## src/rtl/mlfq_pkg.sv

```systemverilog
// ----------------------------------------------------------------------------
// mlfq_pkg
// Shared types and constants of the multilevel feedback queue tick scheduler.
// ----------------------------------------------------------------------------
package mlfq_pkg;

  // fixed field widths
  localparam int ID_W      = 4;
  localparam int TIME_W    = 16;
  localparam int NLV_W     = 3;
  localparam int CFG_IDX_W = 2;
  localparam int CFG_W     = 16;
  localparam int OUT_LVL_W = 2;
  // level index carried between modules, covers up to eight levels
  localparam int LVL_IDX_W = 3;

  // request function codes
  localparam logic FUNC_TICK = 1'b1;

  // register reset values
  localparam logic [NLV_W-1:0]  NUM_LEVELS_RST = 3'd4;
  localparam logic [TIME_W-1:0] QUANTUM0_RST   = 16'd2;
  localparam logic [TIME_W-1:0] QUANTUM1_RST   = 16'd4;
  localparam logic [TIME_W-1:0] QUANTUM2_RST   = 16'd8;
  localparam logic [TIME_W-1:0] USED_MAX       = 16'hFFFF;

  // configuration register indexes
  typedef enum logic [CFG_IDX_W-1:0] {
    CFG_NUM_LEVELS = 2'd0,
    CFG_QUANTUM0   = 2'd1,
    CFG_QUANTUM1   = 2'd2,
    CFG_QUANTUM2   = 2'd3
  } cfg_reg_t;

  // sequencer states
  typedef enum logic [2:0] {
    ST_IDLE,
    ST_ARRIVE,
    ST_DEM_CHK,
    ST_DEM_WR,
    ST_RUN_SEL,
    ST_RUN_ID,
    ST_RUN_REM,
    ST_DONE
  } state_t;

  // update commands for the per-level queue registers
  typedef struct packed {
    logic                 push;
    logic [LVL_IDX_W-1:0] push_lvl;
    logic                 pop;
    logic [LVL_IDX_W-1:0] pop_lvl;
    logic                 used_upd;
    logic                 used_clr;
    logic [LVL_IDX_W-1:0] used_lvl;
  } lvl_cmd_t;

endpackage

```

## src/rtl/mlfq_tick_scheduler_top.sv

```systemverilog
// ----------------------------------------------------------------------------
// mlfq_tick_scheduler_top
// Multilevel feedback queue scheduler: arrivals join level 0, ticks demote
// expired level heads and run the head of the highest non-empty level.
// ----------------------------------------------------------------------------
// Arrival: IDLE accepts, ARRIVE writes, DONE loads the result, result registered.
// Tick: DEM_CHK per active level and DEM_WR per demotion, then RUN_SEL, RUN_ID,
//   RUN_REM (only RUN_SEL when nothing runs) and DONE; each demotion is a read
//   and a write of the level queue RAM, and running reads the queue RAM then the remaining-time RAM.
// Reset clears the control state and level counters; the RAMs need no clearing,
//   no entry's value is used before it is written. Requests are taken only in IDLE.
module mlfq_tick_scheduler_top #(
  parameter int MAX_PROCS      = 16,
  parameter int NUM_LEVELS_MAX = 4
) (
  input  logic                             clk,
  input  logic                             rst,
  // request channel
  input  logic                             in_valid,
  output logic                             in_stall,
  input  logic                             func,
  input  logic [mlfq_pkg::ID_W-1:0]        proc_id,
  input  logic [mlfq_pkg::TIME_W-1:0]      burst_len,
  // result channel
  output logic                             out_valid,
  input  logic                             out_stall,
  output logic                             ran_valid,
  output logic [mlfq_pkg::ID_W-1:0]        ran_id,
  output logic [mlfq_pkg::OUT_LVL_W-1:0]   ran_level,
  output logic                             finished,
  output logic                             rejected,
  // configuration write channel
  input  logic                             cfg_valid,
  output logic                             cfg_ready,
  input  logic [mlfq_pkg::CFG_IDX_W-1:0]   cfg_index,
  input  logic [mlfq_pkg::CFG_W-1:0]       cfg_data
);

  localparam int HEAD_W = $clog2(MAX_PROCS);
  localparam int LVC_W  = $clog2(NUM_LEVELS_MAX + 1);
  localparam int LVL_W  = (NUM_LEVELS_MAX > 1) ? $clog2(NUM_LEVELS_MAX) : 1;
  localparam int FDEPTH = NUM_LEVELS_MAX * MAX_PROCS;
  localparam int FA_W   = $clog2(FDEPTH);
  localparam int PA_W   = $clog2(MAX_PROCS);
  localparam int ID_W   = mlfq_pkg::ID_W;
  localparam int TIME_W = mlfq_pkg::TIME_W;

  // configuration registers
  logic [mlfq_pkg::NLV_W-1:0] nlv_q;
  logic [TIME_W-1:0]          q0_q;
  logic [TIME_W-1:0]          q1_q;
  logic [TIME_W-1:0]          q2_q;
  logic [LVC_W-1:0]           n_eff;

  // sequencer
  mlfq_pkg::state_t state;
  mlfq_pkg::state_t state_next;
  logic [ID_W-1:0]   id_q;
  logic [TIME_W-1:0] burst_q;
  logic [LVL_W-1:0]  lv_q;
  logic [LVL_W-1:0]  sel_q;
  logic [ID_W-1:0]   pid_q;
  logic [LVL_W:0]    lv_p1;
  logic [LVL_W-1:0]  lv_nx;
  logic              dem_last;
  logic              run_any;
  logic [LVL_W-1:0]  run_lvl;

  // pending result
  logic                            res_ran_valid;
  logic [ID_W-1:0]                 res_ran_id;
  logic [mlfq_pkg::OUT_LVL_W-1:0]  res_ran_level;
  logic                            res_finished;
  logic                            res_rejected;
  logic                            load_out;

  // level queue state
  logic [NUM_LEVELS_MAX-1:0][HEAD_W-1:0] head;
  logic [NUM_LEVELS_MAX-1:0][HEAD_W-1:0] tail;
  logic [NUM_LEVELS_MAX-1:0]             nonempty;
  logic [NUM_LEVELS_MAX-1:0]             full;
  logic [NUM_LEVELS_MAX-1:0]             can_demote;
  mlfq_pkg::lvl_cmd_t                    cmd;
  logic [MAX_PROCS-1:0]                  active;

  // memory ports
  logic              fifo_we;
  logic [FA_W-1:0]   fifo_waddr;
  logic [ID_W-1:0]   fifo_wdata;
  logic [FA_W-1:0]   fifo_raddr;
  logic [ID_W-1:0]   fifo_rdata;
  logic              rem_we;
  logic [PA_W-1:0]   rem_waddr;
  logic [TIME_W-1:0] rem_wdata;
  logic [PA_W-1:0]   rem_raddr;
  logic [TIME_W-1:0] rem_rdata;

  // decisions
  logic              arr_rej;
  logic [TIME_W-1:0] rem_new;
  logic              run_fin;

  function automatic logic [FA_W-1:0] fifo_addr(input logic [LVL_W-1:0] lvl,
                                                input logic [HEAD_W-1:0] slot);
    fifo_addr = FA_W'(lvl) * FA_W'(MAX_PROCS) + FA_W'(slot);
  endfunction

  mlfq_ram #(
    .WIDTH (ID_W),
    .DEPTH (FDEPTH)
  ) u_fifo_ram (
    .clk   (clk),
    .we    (fifo_we),
    .waddr (fifo_waddr),
    .wdata (fifo_wdata),
    .raddr (fifo_raddr),
    .rdata (fifo_rdata)
  );

  mlfq_ram #(
    .WIDTH (TIME_W),
    .DEPTH (MAX_PROCS)
  ) u_rem_ram (
    .clk   (clk),
    .we    (rem_we),
    .waddr (rem_waddr),
    .wdata (rem_wdata),
    .raddr (rem_raddr),
    .rdata (rem_rdata)
  );

  mlfq_lvl #(
    .MAX_PROCS      (MAX_PROCS),
    .NUM_LEVELS_MAX (NUM_LEVELS_MAX)
  ) u_lvl (
    .clk        (clk),
    .rst        (rst),
    .n_eff      (n_eff),
    .quantum0   (q0_q),
    .quantum1   (q1_q),
    .quantum2   (q2_q),
    .cmd        (cmd),
    .head       (head),
    .tail       (tail),
    .nonempty   (nonempty),
    .full       (full),
    .can_demote (can_demote)
  );

  // effective level count, clamped to one..max
  always_comb begin
    if (nlv_q == '0) begin
      n_eff = LVC_W'(1);
    end else if (int'(nlv_q) > NUM_LEVELS_MAX) begin
      n_eff = LVC_W'(NUM_LEVELS_MAX);
    end else begin
      n_eff = LVC_W'(nlv_q);
    end
  end

  // demotion sweep position
  assign lv_p1    = (LVL_W + 1)'(lv_q) + (LVL_W + 1)'(1);
  assign lv_nx    = lv_p1[LVL_W-1:0];
  assign dem_last = (lv_p1 >= (LVL_W + 1)'(n_eff));

  // highest non-empty level
  always_comb begin
    run_any = 1'b0;
    run_lvl = '0;
    for (int l = NUM_LEVELS_MAX - 1; l >= 0; l--) begin
      if (nonempty[l]) begin
        run_any = 1'b1;
        run_lvl = LVL_W'(l);
      end
    end
  end

  // arrival and run decisions
  assign arr_rej = (int'(id_q) >= MAX_PROCS) || active[PA_W'(id_q)] || full[0];
  assign rem_new = (rem_rdata != '0) ? rem_rdata - TIME_W'(1) : '0;
  assign run_fin = (rem_new == '0);

  // next state
  always_comb begin
    state_next = state;
    case (state)
      mlfq_pkg::ST_IDLE: begin
        if (in_valid) begin
          state_next = (func == mlfq_pkg::FUNC_TICK) ? mlfq_pkg::ST_DEM_CHK
                                                     : mlfq_pkg::ST_ARRIVE;
        end
      end
      mlfq_pkg::ST_ARRIVE:  state_next = mlfq_pkg::ST_DONE;
      mlfq_pkg::ST_DEM_CHK: begin
        if (dem_last) begin
          state_next = mlfq_pkg::ST_RUN_SEL;
        end else if (can_demote[lv_q]) begin
          state_next = mlfq_pkg::ST_DEM_WR;
        end
      end
      mlfq_pkg::ST_DEM_WR:  state_next = mlfq_pkg::ST_DEM_CHK;
      mlfq_pkg::ST_RUN_SEL: begin
        state_next = run_any ? mlfq_pkg::ST_RUN_ID : mlfq_pkg::ST_DONE;
      end
      mlfq_pkg::ST_RUN_ID:  state_next = mlfq_pkg::ST_RUN_REM;
      mlfq_pkg::ST_RUN_REM: state_next = mlfq_pkg::ST_DONE;
      mlfq_pkg::ST_DONE: begin
        if (load_out) begin
          state_next = mlfq_pkg::ST_IDLE;
        end
      end
      default: state_next = mlfq_pkg::ST_IDLE;
    endcase
  end

  // state outputs: memory ports, queue commands, handshake
  always_comb begin
    in_stall   = 1'b1;
    load_out   = 1'b0;
    fifo_we    = 1'b0;
    fifo_waddr = '0;
    fifo_wdata = '0;
    fifo_raddr = '0;
    rem_we     = 1'b0;
    rem_waddr  = '0;
    rem_wdata  = '0;
    rem_raddr  = '0;
    cmd        = '0;
    case (state)
      mlfq_pkg::ST_IDLE: begin
        in_stall = 1'b0;
      end
      mlfq_pkg::ST_ARRIVE: begin
        if (!arr_rej) begin
          fifo_we      = 1'b1;
          fifo_waddr   = fifo_addr('0, tail[0]);
          fifo_wdata   = id_q;
          rem_we       = 1'b1;
          rem_waddr    = PA_W'(id_q);
          rem_wdata    = (burst_q == '0) ? TIME_W'(1) : burst_q;
          cmd.push     = 1'b1;
          cmd.push_lvl = '0;
        end
      end
      mlfq_pkg::ST_DEM_CHK: begin
        fifo_raddr = fifo_addr(lv_q, head[lv_q]);
      end
      mlfq_pkg::ST_DEM_WR: begin
        fifo_we      = 1'b1;
        fifo_waddr   = fifo_addr(lv_nx, tail[lv_nx]);
        fifo_wdata   = fifo_rdata;
        cmd.push     = 1'b1;
        cmd.push_lvl = mlfq_pkg::LVL_IDX_W'(lv_nx);
        cmd.pop      = 1'b1;
        cmd.pop_lvl  = mlfq_pkg::LVL_IDX_W'(lv_q);
        cmd.used_upd = 1'b1;
        cmd.used_clr = 1'b1;
        cmd.used_lvl = mlfq_pkg::LVL_IDX_W'(lv_q);
      end
      mlfq_pkg::ST_RUN_SEL: begin
        fifo_raddr = fifo_addr(run_lvl, head[run_lvl]);
      end
      mlfq_pkg::ST_RUN_ID: begin
        rem_raddr = PA_W'(fifo_rdata);
      end
      mlfq_pkg::ST_RUN_REM: begin
        rem_we       = 1'b1;
        rem_waddr    = PA_W'(pid_q);
        rem_wdata    = rem_new;
        cmd.pop      = run_fin;
        cmd.pop_lvl  = mlfq_pkg::LVL_IDX_W'(sel_q);
        cmd.used_upd = 1'b1;
        cmd.used_clr = run_fin;
        cmd.used_lvl = mlfq_pkg::LVL_IDX_W'(sel_q);
      end
      mlfq_pkg::ST_DONE: begin
        load_out = !out_valid || !out_stall;
      end
      default: begin
        in_stall = 1'b1;
      end
    endcase
  end

  // configuration port, always ready; the user must make writes between requests, the block does not enforce it
  assign cfg_ready = 1'b1;

  always_ff @(posedge clk) begin
    if (rst) begin
      nlv_q <= mlfq_pkg::NUM_LEVELS_RST;
      q0_q  <= mlfq_pkg::QUANTUM0_RST;
      q1_q  <= mlfq_pkg::QUANTUM1_RST;
      q2_q  <= mlfq_pkg::QUANTUM2_RST;
    end else if (cfg_valid && cfg_ready) begin
      case (mlfq_pkg::cfg_reg_t'(cfg_index))
        mlfq_pkg::CFG_NUM_LEVELS: nlv_q <= cfg_data[mlfq_pkg::NLV_W-1:0];
        mlfq_pkg::CFG_QUANTUM0:   q0_q  <= cfg_data;
        mlfq_pkg::CFG_QUANTUM1:   q1_q  <= cfg_data;
        mlfq_pkg::CFG_QUANTUM2:   q2_q  <= cfg_data;
        default:                  nlv_q <= nlv_q;
      endcase
    end
  end

  // control state, active flags and result valid
  always_ff @(posedge clk) begin
    if (rst) begin
      state     <= mlfq_pkg::ST_IDLE;
      active    <= '0;
      out_valid <= 1'b0;
    end else begin
      state <= state_next;
      if (state == mlfq_pkg::ST_ARRIVE && !arr_rej) begin
        active[PA_W'(id_q)] <= 1'b1;
      end
      if (state == mlfq_pkg::ST_RUN_REM && run_fin) begin
        active[PA_W'(pid_q)] <= 1'b0;
      end
      if (load_out) begin
        out_valid <= 1'b1;
      end else if (!out_stall) begin
        out_valid <= 1'b0;
      end
    end
  end

  // request capture, sweep indexes and result payload
  always_ff @(posedge clk) begin
    if (state == mlfq_pkg::ST_IDLE && in_valid) begin
      id_q          <= proc_id;
      burst_q       <= burst_len;
      lv_q          <= '0;
      res_ran_valid <= 1'b0;
      res_ran_id    <= '0;
      res_ran_level <= '0;
      res_finished  <= 1'b0;
      res_rejected  <= 1'b0;
    end
    if (state == mlfq_pkg::ST_ARRIVE) begin
      res_rejected <= arr_rej;
    end
    if ((state == mlfq_pkg::ST_DEM_CHK && !dem_last && !can_demote[lv_q])
        || state == mlfq_pkg::ST_DEM_WR) begin
      lv_q <= lv_nx;
    end
    if (state == mlfq_pkg::ST_RUN_SEL) begin
      sel_q <= run_lvl;
    end
    if (state == mlfq_pkg::ST_RUN_ID) begin
      pid_q <= fifo_rdata;
    end
    if (state == mlfq_pkg::ST_RUN_REM) begin
      res_ran_valid <= 1'b1;
      res_ran_id    <= pid_q;
      res_ran_level <= mlfq_pkg::OUT_LVL_W'(sel_q);
      res_finished  <= run_fin;
    end
    if (load_out) begin
      ran_valid <= res_ran_valid;
      ran_id    <= res_ran_id;
      ran_level <= res_ran_level;
      finished  <= res_finished;
      rejected  <= res_rejected;
    end
  end

  // an accepted request always starts arrival or tick work
  a_accept_starts: assert property (@(posedge clk) disable iff (rst)
    (in_valid && !in_stall) |=>
      (state == mlfq_pkg::ST_ARRIVE || state == mlfq_pkg::ST_DEM_CHK))
    else $error("accepted request did not start processing");

  // a demotion only writes into a level with room
  a_demote_room: assert property (@(posedge clk) disable iff (rst)
    (state == mlfq_pkg::ST_DEM_WR) |-> !full[lv_nx])
    else $error("demotion into a full level");

  // the process taken to run is active
  a_run_active: assert property (@(posedge clk) disable iff (rst)
    (state == mlfq_pkg::ST_RUN_REM) |-> active[PA_W'(pid_q)])
    else $error("running process is not active");

  // a result is either an arrival outcome or a tick outcome
  a_result_kind: assert property (@(posedge clk) disable iff (rst)
    out_valid |-> (!(rejected && ran_valid) && !(finished && !ran_valid)))
    else $error("inconsistent result flags");

endmodule

```

## src/rtl/mlfq_ram.sv

```systemverilog
// ----------------------------------------------------------------------------
// mlfq_ram
// Generic single write port RAM with one registered read port.
// ----------------------------------------------------------------------------
module mlfq_ram #(
  parameter int WIDTH = 4,
  parameter int DEPTH = 64,
  localparam int AW   = $clog2(DEPTH)
) (
  input  logic             clk,
  input  logic             we,
  input  logic [AW-1:0]    waddr,
  input  logic [WIDTH-1:0] wdata,
  input  logic [AW-1:0]    raddr,
  output logic [WIDTH-1:0] rdata
);

  logic [WIDTH-1:0] mem [DEPTH];

  // write port
  always_ff @(posedge clk) begin
    if (we) begin
      mem[waddr] <= wdata;
    end
  end

  // registered read port
  always_ff @(posedge clk) begin
    rdata <= mem[raddr];
  end

endmodule

```

## src/rtl/mlfq_lvl.sv

```systemverilog
// ----------------------------------------------------------------------------
// mlfq_lvl
// Per-level queue registers: ring head, fill count and used-time counter,
// with the tail position, status flags and demotion condition of each level.
// ----------------------------------------------------------------------------
module mlfq_lvl #(
  parameter int MAX_PROCS      = 16,
  parameter int NUM_LEVELS_MAX = 4,
  localparam int HEAD_W        = $clog2(MAX_PROCS),
  localparam int CNT_W         = $clog2(MAX_PROCS + 1),
  localparam int LVC_W         = $clog2(NUM_LEVELS_MAX + 1)
) (
  input  logic                                    clk,
  input  logic                                    rst,
  input  logic [LVC_W-1:0]                        n_eff,
  input  logic [mlfq_pkg::TIME_W-1:0]             quantum0,
  input  logic [mlfq_pkg::TIME_W-1:0]             quantum1,
  input  logic [mlfq_pkg::TIME_W-1:0]             quantum2,
  input  mlfq_pkg::lvl_cmd_t                      cmd,
  output logic [NUM_LEVELS_MAX-1:0][HEAD_W-1:0]   head,
  output logic [NUM_LEVELS_MAX-1:0][HEAD_W-1:0]   tail,
  output logic [NUM_LEVELS_MAX-1:0]               nonempty,
  output logic [NUM_LEVELS_MAX-1:0]               full,
  output logic [NUM_LEVELS_MAX-1:0]               can_demote
);

  for (genvar l = 0; l < NUM_LEVELS_MAX; l++) begin : g_lane
    logic [HEAD_W-1:0]           head_q;
    logic [CNT_W-1:0]            cnt_q;
    logic [mlfq_pkg::TIME_W-1:0] used_q;
    logic [mlfq_pkg::TIME_W-1:0] quant;
    logic [CNT_W:0]              tail_sum;
    logic [HEAD_W:0]             head_inc;
    logic                        hit_push;
    logic                        hit_pop;
    logic                        hit_used;

    // quantum of this level, levels past the third have none
    if (l == 0) begin : g_q0
      assign quant = quantum0;
    end else if (l == 1) begin : g_q1
      assign quant = quantum1;
    end else if (l == 2) begin : g_q2
      assign quant = quantum2;
    end else begin : g_qn
      assign quant = '0;
    end

    // command decode for this lane
    assign hit_push = cmd.push && (cmd.push_lvl == mlfq_pkg::LVL_IDX_W'(l));
    assign hit_pop  = cmd.pop && (cmd.pop_lvl == mlfq_pkg::LVL_IDX_W'(l));
    assign hit_used = cmd.used_upd && (cmd.used_lvl == mlfq_pkg::LVL_IDX_W'(l));

    // ring positions, sum stays below twice the ring size
    assign tail_sum = (CNT_W + 1)'(head_q) + (CNT_W + 1)'(cnt_q);
    assign head_inc = (HEAD_W + 1)'(head_q) + (HEAD_W + 1)'(1);
    assign tail[l]  = (tail_sum >= (CNT_W + 1)'(MAX_PROCS))
                    ? HEAD_W'(tail_sum - (CNT_W + 1)'(MAX_PROCS))
                    : HEAD_W'(tail_sum);
    assign head[l]     = head_q;
    assign nonempty[l] = (cnt_q != '0);
    assign full[l]     = (cnt_q == CNT_W'(MAX_PROCS));

    // demotion condition, lowest level never demotes
    if (l + 1 < NUM_LEVELS_MAX) begin : g_dem
      assign can_demote[l] = nonempty[l] && (used_q >= quant) && !full[l + 1]
                          && (LVC_W'(l + 1) < n_eff);
    end else begin : g_last
      assign can_demote[l] = 1'b0;
    end

    // queue state update
    always_ff @(posedge clk) begin
      if (rst) begin
        head_q <= '0;
        cnt_q  <= '0;
        used_q <= '0;
      end else begin
        if (hit_pop) begin
          head_q <= (head_inc == (HEAD_W + 1)'(MAX_PROCS)) ? '0 : HEAD_W'(head_inc);
        end
        cnt_q <= cnt_q + CNT_W'(hit_push) - CNT_W'(hit_pop);
        if (hit_used) begin
          if (cmd.used_clr) begin
            used_q <= '0;
          end else if (used_q != mlfq_pkg::USED_MAX) begin
            used_q <= used_q + mlfq_pkg::TIME_W'(1);
          end
        end
      end
    end
  end

endmodule
```

## config.mk

```make
export PLATFORM = sky130hd
export DESIGN_NAME = mlfq_tick_scheduler_top
export DESIGN_NICKNAME = d
export VERILOG_FILES = /design/src/rtl/mlfq_pkg.sv /design/src/rtl/mlfq_tick_scheduler_top.sv /design/src/rtl/mlfq_ram.sv /design/src/rtl/mlfq_lvl.sv
export SDC_FILE = /design/constraint.sdc
export NUM_CORES = 1
export LEC_CHECK = 0
export CAP_MARGIN = 25
export CORE_MARGIN = 5
export CORE_UTILIZATION = 55
export DETAILED_ROUTE_END_ITERATION = 10
export DONT_BUFFER_PORTS = 1
export PLACE_DENSITY_LB_ADDON = 0.12
export SYNTH_ARGS = -nofsm -noshare
export SYNTH_HDL_FRONTEND = slang
export SYNTH_SLANG_ARGS = --single-unit
```

## constraint.sdc

```tcl
create_clock -name clk -period 4.5 [get_ports clk]
set_input_delay 0.9 -clock clk [delete_from_list [all_inputs] [get_ports clk]]
set_output_delay 0.9 -clock clk [all_outputs]
set_load 0.01 [all_outputs]
```

# After elaboration in Yosys (flattened, before gate mapping)
# Memory sizes are Yosys's and may differ from the RTL's. A register that Yosys moved wholly into a read port is not among the register bits.
# Index checks and enable logic that the tools add are counted.
# word_totals
regBits	201
ram_bits	512
inputBits	44
memories	2
# mem_list
memory	words	word_bits	rd	rd_ports_with_merged_regs	write_ports	line	source
u_fifo_ram.mem	64	4	1	1	1	mlfq_ram.sv:18	logic [WIDTH-1:0] mem [DEPTH];
u_rem_ram.mem	16	16	1	1	1	mlfq_ram.sv:18	
# classes
n_addsub	28
magnitude_cmp	19
eq_ne	33
mux	81
bitwise_logic	3
n_reduce_logical	66
# ops
cell	count
$mux 16	12
$mux 4	17
$add 16x1->16 const B	3
$ge 16x16->1	3
$ne 16x16->1 const B	3
$eq 5x5->1 const B	8
$logic_not 16->1	2
$pmux 16 s2	1
$logic_and 1x1->1	27
$add 4x5->6	4
$bmux 4 s2	3
$ge 6x5->1 const B	4
$pmux 4 s2	3
$pmux 6 s2	2
$eq 3x2->1 const B	7
$pmux 3 s7	1
$add 4x1->5 const B	4
$add 5x1->5	4
$mux 1	20
$reduce_bool 5->1	4
$sub 5x1->5	4
$add 6x4->6	3
$mux 2	9
$mux 3	6
34 further kinds	76

# Longest topological paths before layout
# Gate-level depths: netlist of the first run.
# depth
ltp_word	11
mapped_depth	19
depth_no_buf	19

# Cells and area by module
# A second synthesis of the first run with hierarchy kept.
# unflattened
cells_unflattened	2301
hier_area_um2	32448.6
# by_module_without_submodules
module	instances	cells_each	area_per_inst_um2
mlfq_ram (u_fifo_ram)	1	521	10407.5
mlfq_ram (u_rem_ram)	1	432	10043.4
mlfq_lvl	1	708	6123.4
mlfq_tick_scheduler_top	1	640	5874.4

# Worst setup path after synthesis of the first run
# Ideal clock, no wire load.
# synth_path
path_type	reg-to-reg
startpoint	register u_rem_ram.rdata[8], read port of u_rem_ram.mem
endpoint	register u_lvl.g_lane[0].cnt_q[4]
setup_time_ns	0.070
arrival_time_ns	3.890
slack_ns	0.540
path_stages_with_launch	16
path_cell_list	dfxtp_1 > or4_4 > or4_4 > o21a_1 > or2_4 > o311ai_4 > and3_1 > buf_2 > ha_1 > inv_1 > ha_1 > fa_1 > a21oi_1 > nor2_1 > or3_1 > a21oi_1
# synth_between
elab_chain_cells	6
word_cells_on_any_way	7
# synth_lines
item	line	source
start, declared	mlfq_ram.sv:15	output logic [WIDTH-1:0] rdata
$sub 16x1->16 / $reduce_bool 16->1 (equally long branches)	mlfq_tick_scheduler_top.sv:180	assign rem_new = (rem_rdata != '0) ? rem_rdata - TIME_W'(1) : '0;
$mux 16 *	mlfq_tick_scheduler_top.sv:180	
$logic_not 16->1 *	mlfq_tick_scheduler_top.sv:181	assign run_fin = (rem_new == '0);
$pmux 9 s2 *	mlfq_tick_scheduler_top.sv:229	case (state)
$logic_and 1x1->1 *	mlfq_lvl.sv:51	assign hit_pop = cmd.pop && (cmd.pop_lvl == mlfq_pkg::LVL_IDX_W'(l));
net u_lvl.g_lane[0].hit_pop	mlfq_lvl.sv:35	logic hit_pop;
$sub 5x1->5 *	mlfq_lvl.sv:82	cnt_q <= cnt_q + CNT_W'(hit_push) - CNT_W'(hit_pop);
end signal, assigned	mlfq_lvl.sv:82	
end, declared	mlfq_lvl.sv:29	logic [CNT_W-1:0] cnt_q;
# The timed path passes the listed nets; every way through them passes the cells marked *.
# A chain may end at the register's enable or synchronous reset.

# Worst setup path in the final report of the first run
# layout_path
startpoint	register u_rem_ram.rdata[8], read port of u_rem_ram.mem
endpoint	register u_lvl.g_lane[2].cnt_q[4]
# layout_between
elab_chain_cells	6
word_cells_on_any_way	7
# layout_lines
item	line
$sub 16x1->16 / $reduce_bool 16->1 (equally long branches)	mlfq_tick_scheduler_top.sv:180
$mux 16 *	mlfq_tick_scheduler_top.sv:180
$logic_not 16->1 *	mlfq_tick_scheduler_top.sv:181
$pmux 9 s2 *	mlfq_tick_scheduler_top.sv:229
$logic_and 1x1->1 *	mlfq_lvl.sv:51
net u_lvl.g_lane[2].hit_pop	mlfq_lvl.sv:35
$sub 5x1->5 *	mlfq_lvl.sv:82
end signal, assigned	mlfq_lvl.sv:82
end, declared	mlfq_lvl.sv:29
# Marks and branches as above.

==> results.txt, run 1 <==
Psw: 6.148 mW
Antenna Violating Nets Remaining: 0
Drt total wl: 81.31 mm
CP arrival: 4.79 ns
Fillers: 4590
Top cell type's share of synthesized area: 50.70%
Total global routing overflow: 0
Leak: 13.07 nW
Crit path required time: 5.05 ns
Vias post-DR: 22130
Hold_ws: 0.3585 ns
Initial antenna violation count: 2
Layout cell share with drive strength beyond 1: 11.71%
Residual DRC: 0
Worst path buffer plus inverter count: 2
Max Root-Sink Buffers: 3
DRT Pass-1 Iters: 5
Wire per inst: 22.27 microns
Core area: 0.05924 sq mm
Area grow syn2layout: 11.47%
Post-synthesis async set-or-reset flop share: 0%
Routability Congestion: 0.9033
Post-route minimum period: 4.239 ns
CP top delay family: simple AND/OR/NAND/NOR gates
Peak VDD IR: 372.5 uV
Die footprint: 0.06498 sq mm
Final Hold Vio Count: 0
Vias in the first global route: 21620
Top post-synthesis cells by area: edfxtp_1 51%, dfxtp_1 11%, nand2_1 4.0%
Period utilization: 94.20%
Commonest non-fill, non-tap cell in the layout: edfxtp_1
Die width: 254.9 microns
CP startpoint kind: flop
Critical-path maximum fanout: 7
Area of the multi-input gates: 0.01181 sq mm
Leading area contributor after synthesis: edfxtp_1
Seq pwr share: 43.7%
RSZ-0062 raised after global routing: false
Cell count after synthesis: 2799
CP cell instances: or4_4 -> or4_4 -> nor3_1 -> nor3_1 -> a41o_1 -> a31oi_2 -> buf_4 -> nor2_2 -> ha_1 -> inv_1 -> ha_1 -> fa_1 -> a21oi_1 -> nor2_1 -> or3_1 -> a21oi_1
CP Class: reg -> reg
Clk root buf: clkbuf_16
Clock skew: 0.01788 ns
Cts bufs inserted: 78
Hold/Removal Path Class: in -> reg
Hold Path Depth: 1
Mapped Area: 0.03299 sq mm
CTS sink count: 733
Port bufs: 0
Headroom to the max-slew limit: 27.87%
CTS tree: yes
Max-slew violations: 0
H-tree Lvls: 3
Initial Utilization: 55.69%
Status: complete, no violations
Slowest cell on the critical path: or4_4
Setup_tns: 0 ns
Yosys cell types: 86
Fmax: 235.9 MHz
Crit path largest cell delay: 0.56 ns
Row count: 89
Vias/cell: 6.059
GRT Util Overall: 24.64%
Comb pwr share: 23.1%
Primary flip-flop cell chosen by synthesis mapping: edfxtp_1
Drt initial violations: 2142
Commonest cells after routing, fill and taps aside: 557 x edfxtp_1, 352 x nand2_1, 210 x nor2_1
Total setup buffers inserted after CTS: 0
CP Depth: 16
CP endpoint kind: flop
Worst-path clk slew: 0.06 ns
Seq. cell area: 0.02026 sq mm
Final setup fails: 0
First-pass GRT wire length: 124.8 mm
Syn. warnings: 0
PwrDens: 536.7 mW/mm^2
Post-synth EDFFs: 557
Worst reg2reg path depth: 16
Sw Share: 31.15%
I/O pin cnt: 56
Final net count: 2968
Yosys reg bits: 733
Max_cap viols: 0
Largest net degree at the start of global routing: 115
Dpl hpwl: 54.34 mm
Internal: 13.59 mW
Skew-Pair Late Insertion Delay: 0.62 ns
Slew @ Worst Pin: 1.078 ns
Die height: 254.9 microns
Clock share of power: 33.3%
Sequential area share after synthesis: 61.38%
Mapped Nets: 2948
Avg Cell Area, Syn: 11.79 sq um
-- synthesized netlist by cell type (all sizes together), types with 11 or more instances --
master and instances:
edfxtp 557, nand2 356, nor2 213, a21oi 209, dfxtp 176, o21ai 119, inv 105, clkbuf 103
ha 97, nand3 83, mux2 78, mux2i 72, xnor2 59, a31oi 43, buf 42, nor3 40
nor2b 34, a21o 31, a32oi 28, nand4 26, xor2 24, nor4 23, and3 21, or3 19
o31ai 18, a221oi 17, and2 16, nand2b 16, o2bb2ai 12, or2 12, a211oi 11, a21boi 11
o21a 11
-- sequential cells by signal (all words and copies together) (netlist names), 16 cells and up --
| signal | flops |
|---|---|
| q0_q | 16 |
| u_rem_ram.rdata | 16 |
| burst_q | 16 |
| q1_q | 16 |
| u_rem_ram.mem | 256 |
| u_lvl.g_lane.head_q | 16 |
| active | 16 |
| u_lvl.g_lane.cnt_q | 20 |
| u_fifo_ram.mem | 256 |
| u_lvl.g_lane.used_q | 48 |
| q2_q | 16 |
-- through the flow --
step / util [%] / power [mW] / instances / setup slack, ns / cell area (sq um)
floorplan: - / 11.56 / 2799 / 0.5398 / 32990
global placement: 57.62 / 13.19 / 3511 / 0.3368 / 34130
detailed placement: 57.64 / 13.26 / 3512 / 0.2800 / 34140
CTS: 62.05 / 19.80 / 3651 / 0.2543 / 36760
global route: 62.07 / 20.56 / 3651 / 0.01526 / 36770
finish: 62.08 / 19.74 / 3652 / 0.2612 / 36780
-- power groups by stage --
stage               combinational (mW)  clock (mW)  sequential (mW)
CTS                               4.54        6.66             8.60
detailed placement                4.52           0             8.74
finish                            4.56        6.56             8.62
floorplan                         3.04           0             8.52
global placement                  4.46           0             8.73
global route                      4.94        6.95             8.67
-- path summary, 6_finish.rpt --
check,start,to,slack (ns)
setup / recovery,u_rem_ram.rdata[8]$_DFF_P_,u_lvl.g_lane[2].cnt_q[4]$_SDFF_PP0_,0.26
hold / removal,rst,out_valid$_SDFFE_PP0P_,0.36
setup reg to reg,u_rem_ram.rdata[8]$_DFF_P_,u_lvl.g_lane[2].cnt_q[4]$_SDFF_PP0_,0.26
hold reg to reg,res_rejected$_SDFFCE_PN0P_,rejected$_DFFE_PP_,0.42
-- timing repair --
action	CTS	global route
endpoints found under the setup margin	0	4
resized for setup	0	2
hold buffers	0	0
-- worst register-to-register path, cell delays in order, from the launching register on --
cell,delay (ns)
dfxtp_1,0.36
or4_4,0.56
or4_4,0.44
nor3_1,0.24
nor3_1,0.11
a41o_1,0.22
a31oi_2,0.34
buf_4,0.23
nor2_2,0.05
ha_1,0.28
inv_1,0.04
ha_1,0.21
fa_1,0.40
a21oi_1,0.15
nor2_1,0.06
or3_1,0.34
a21oi_1,0.14
-- cell type report --
cell class / count / area share [%]
Antenna cell: 1 / 0.006804
Clock buffer: 90 / 5.488
Clock inverter: 49 / 1.626
Timing Repair Buffer: 85 / 1.983
Sequential cell: 733 / 55.08
Inverter: 105 / 1.072
Tap cell: 773 / 2.630
Multi-Input combinational cell: 1816 / 32.11
-- layer usage --
| metal | part of all wire (%) | track usage [%] |
|---|---|---|
| met3 | 6.7 | 4.461 |
| met2 | 47 | 39.98 |
| met4 | 3.0 | 7.798 |
| met1 | 43 | 34.25 |
| met5 | 0.014 | 0 |
-- kinds of logic (layout without fill, tap and decap cells) --
| group | count (synthesis) | count (layout) | share of synthesized area [%] |
|---|---|---|---|
| other cells | 1 | 2 | 0.01137 |
| xor+xnor | 83 | 83 | 2.203 |
| simple gates | 895 | 895 | 12.70 |
| flops | 733 | 733 | 61.38 |
| mux | 160 | 160 | 5.529 |
| buf+inv | 250 | 329 | 3.011 |
| fa+ha+maj | 105 | 105 | 4.164 |
| compound gates | 572 | 572 | 11.00 |
(Power assumes the default switching activity.)
==> run 2, diff against run 1 <==
--- a/config.mk
+++ b/config.mk
@@ -8,6 +8,7 @@
 export CAP_MARGIN = 25
 export CORE_MARGIN = 5
 export CORE_UTILIZATION = 55
+export CTS_CLUSTER_DIAMETER = 80
 export DETAILED_ROUTE_END_ITERATION = 10
 export DONT_BUFFER_PORTS = 1
 export PLACE_DENSITY_LB_ADDON = 0.12
==> constraint.sdc (replaced) <==
create_clock -name clk -period 5.2 [get_ports clk]
set_input_delay 1.04 -clock clk [delete_from_list [all_inputs] [get_ports clk]]
set_output_delay 1.04 -clock clk [all_outputs]
set_load 0.01 [all_outputs]
==> run 2 against run 1 <==
Net effect:
- via count shrank 0.53%
- clock-buffer cell count grew 12
- die area unchanged
- combinational power down 17%
- non-clock buffer count shrank 24
- design area decreased by 0.32%
- sequential share of layout area up 0.17 points
- hold slack improved by 0.060 ns
- critical path depth up 1
- first-iteration DRC count fell by 17%
- largest power group unchanged
==> results.txt, run 2 (synthesis results as in run 1) <==
GRT Util Overall: 24.42% (-0.23 points)
Post-CTS Hold Buffers: 0 (unchanged)
Period utilization: 90.65% (-3.5 points)
Met1 usage: 34.13% (-0.12 points)
Crit path required time: 5.73 ns (+0.68 ns)
Top flop regs: u_fifo_ram.mem (256), u_rem_ram.mem (256), u_lvl.g_lane.used_q (48)
Critical register-to-register path startpoint: u_rem_ram.rdata[0]$_DFF_P_
Max Root-Sink Buffers: 3 (unchanged)
Layout cell share with drive strength beyond 1: 11.05% (-0.66 points)
Die footprint: 0.06498 sq mm (unchanged)
Final net count: 2945 (-0.77%)
Port bufs: 0 (unchanged)
Total setup buffers inserted after CTS: 0 (unchanged)
Core area: 0.05924 sq mm (unchanged)
Clock skew: 0.02157 ns (+0.003687 ns)
CP endpoint kind: flop
Dpl hpwl: 53.13 mm (-2.2%)
Psw: 5.298 mW (-14%)
R2R setup slack: 0.49 ns (+0.23 ns)
Global route hottest layer: met2
Hold/Removal Path Class: reg -> reg
Vias/cell: 6.051 (-0.12%)
Skew-Pair Late Insertion Delay: 0.62 ns (about the same)
Cells after DPL: 3484 (-0.80%)
Headroom to the max-slew limit: 30.60% (+2.7 points)
Clock share of power: 33.7% (+0.4 points)
RSZ-0062 raised after global routing: false
Initial Utilization: 55.69% (unchanged)
Commonest cells after routing, fill and taps aside: 557 x edfxtp_1, 352 x nand2_1, 210 x nor2_1
CTS tree: yes
Antenna Violating Nets Remaining: 0 (unchanged)
Hold Startpoint: res_ran_id[2]$_SDFFCE_PP0P_
Worst reg2reg path depth: 17 (+1)
Met2 Use GR: 39.65% (-0.33 points)
WHS Endpoint: ran_id[2]$_DFFE_PP_
Commonest non-fill, non-tap cell in the layout: edfxtp_1
Sw Share: 30.88% (-0.27 points)
Vias in the first global route: 21260 (-1.7%)
Power Total: 17.15 mW (-13%)
CP Class: reg -> reg
Clk root buf: clkbuf_16
Row count: 89 (unchanged)
Drt total wl: 80.85 mm (-0.57%)
Routability Congestion: 0.9317 (+3.1%)
Reg2reg end: u_lvl.g_lane[3].cnt_q[4]$_SDFF_PP0_
Critical-path maximum fanout: 8 (+1)
CP startpoint kind: flop
Wire per inst: 22.23 microns (-0.16%)
Met3 usage: 4.309% (-0.15 points)
Drt initial violations: 1782 (-17%)
Area grow syn2layout: 11.12%
Comb pwr share: 22.2% (-0.9 points)
Internal: 11.86 mW (-13%)
Die width: 254.9 microns (unchanged)
Slew @ Worst Pin: 1.041 ns (-0.03693 ns)
Seq pwr share: 44.2% (+0.5 points)
Non-filler instance count after layout: 3637 (-0.41%)
H-tree Lvls: 3 (unchanged)
Largest net degree at the start of global routing: 129 (+12%)
Initial antenna violation count: 2 (unchanged)
Peak VDD IR: 390.4 uV (+4.8%)
Hold Path Depth: 0 (-1)
Post-route minimum period: 4.714 ns (+0.4750 ns)
Residual DRC: 0 (unchanged)
Final Hold Vio Count: 0 (unchanged)
First-pass GRT wire length: 123.2 mm (-1.3%)
Leak: 13.03 nW (-0.33%)
Fillers: 4729 (+3.0%)
Max-slew violations: 0 (unchanged)
Area of the multi-input gates: 0.01180 sq mm (about the same)
Setup_tns: 0 ns (unchanged)
CP arrival: 5.25 ns (+0.46 ns)
Vias post-DR: 22010 (-0.53%)
PwrDens: 467.9 mW/mm^2 (-13%)
Cts bufs inserted: 79 (+1.3%)
Total global routing overflow: 0 (unchanged)
Status: complete, no violations
Worst-path clk slew: 0.06 ns (about the same)
Max_cap viols: 0 (unchanged)
Post-CTS Resized: 0 (unchanged)
DRT Pass-1 Iters: 5 (unchanged)
Die height: 254.9 microns (unchanged)
Seq. cell area: 0.02026 sq mm (unchanged)
CTS sink count: 733 (unchanged)
I/O pin cnt: 56 (unchanged)
Fmax: 212.1 MHz (-10%)
Final setup fails: 0 (unchanged)
run 2: worst max-delay path by stage:
stage | depth (start not counted) | end | startpoint
4_1_cts | 17 | u_lvl.g_lane[3].cnt_q[4]$_SDFF_PP0_ | u_rem_ram.rdata[0]$_DFF_P_
3_3_place_gp | 17 | u_lvl.g_lane[3].cnt_q[4]$_SDFF_PP0_ | u_rem_ram.rdata[0]$_DFF_P_
2_1_floorplan | 15 | u_lvl.g_lane[0].cnt_q[4]$_SDFF_PP0_ | u_rem_ram.rdata[8]$_DFF_P_
3_5_place_dp | 17 | u_lvl.g_lane[3].cnt_q[4]$_SDFF_PP0_ | u_rem_ram.rdata[0]$_DFF_P_
5_1_grt | 17 | u_lvl.g_lane[3].cnt_q[4]$_SDFF_PP0_ | u_rem_ram.rdata[0]$_DFF_P_
6_report | 17 | u_lvl.g_lane[3].cnt_q[4]$_SDFF_PP0_ | u_rem_ram.rdata[0]$_DFF_P_
run 2: final cells by class:
type	instances	share of cell area (%)
antenna	3	0.02048
clock buffer	102	5.911
clock inverter	44	1.420
inverter	105	1.075
multi-input combinational	1816	32.19
sequential	733	55.26
tap	773	2.638
timing repair buffer	61	1.491
run 2: worst max-delay path, cell delays in order (launching register included):
cell     delay [ns]
dfxtp_1        0.34
inv_1          0.11
ha_1           0.30
nor3b_1        0.53
nand3_1        0.26
nor3_1         0.31
nor3_1         0.11
a41o_1         0.22
a31oi_2        0.55
nor2_1         0.19
ha_1           0.34
inv_1          0.04
ha_1           0.22
fa_1           0.41
a21oi_1        0.18
nor2_1         0.06
or3_1          0.34
a21oi_1        0.14
run 2: power groups by stage:
stage / combinational, mW / clock [mW] / sequential [mW]
floorplan: 2.63 / 0 / 7.37
global placement: 3.69 / 0 / 7.68
detailed placement: 3.74 / 0 / 7.69
CTS: 3.75 / 5.87 / 7.57
global route: 4.09 / 6.12 / 7.62
finish: 3.80 / 5.77 / 7.58
run 2: metrics by stage:
stage	setup WS, ns	util (%)	hold slack (ns)	cell area, sq um
finish	0.4862	61.88	0.4180	36660
global route	0.1962	61.87	0.4251	36650
CTS	0.5717	61.71	0.4173	36560
detailed placement	0.6103	57.17	0.4045	33870
global placement	0.7420	57.17	0.4077	33870
floorplan	1.240	-	0.4003	32990
run 2: metal layers:
| metal | share of wire (%) | routed length [microns] |
|---|---|---|
| met1 | 43 | 35100 |
| met2 | 47 | 38070 |
| met3 | 6.3 | 5100 |
| met4 | 3.2 | 2582 |
| met5 | 0 | 0 |
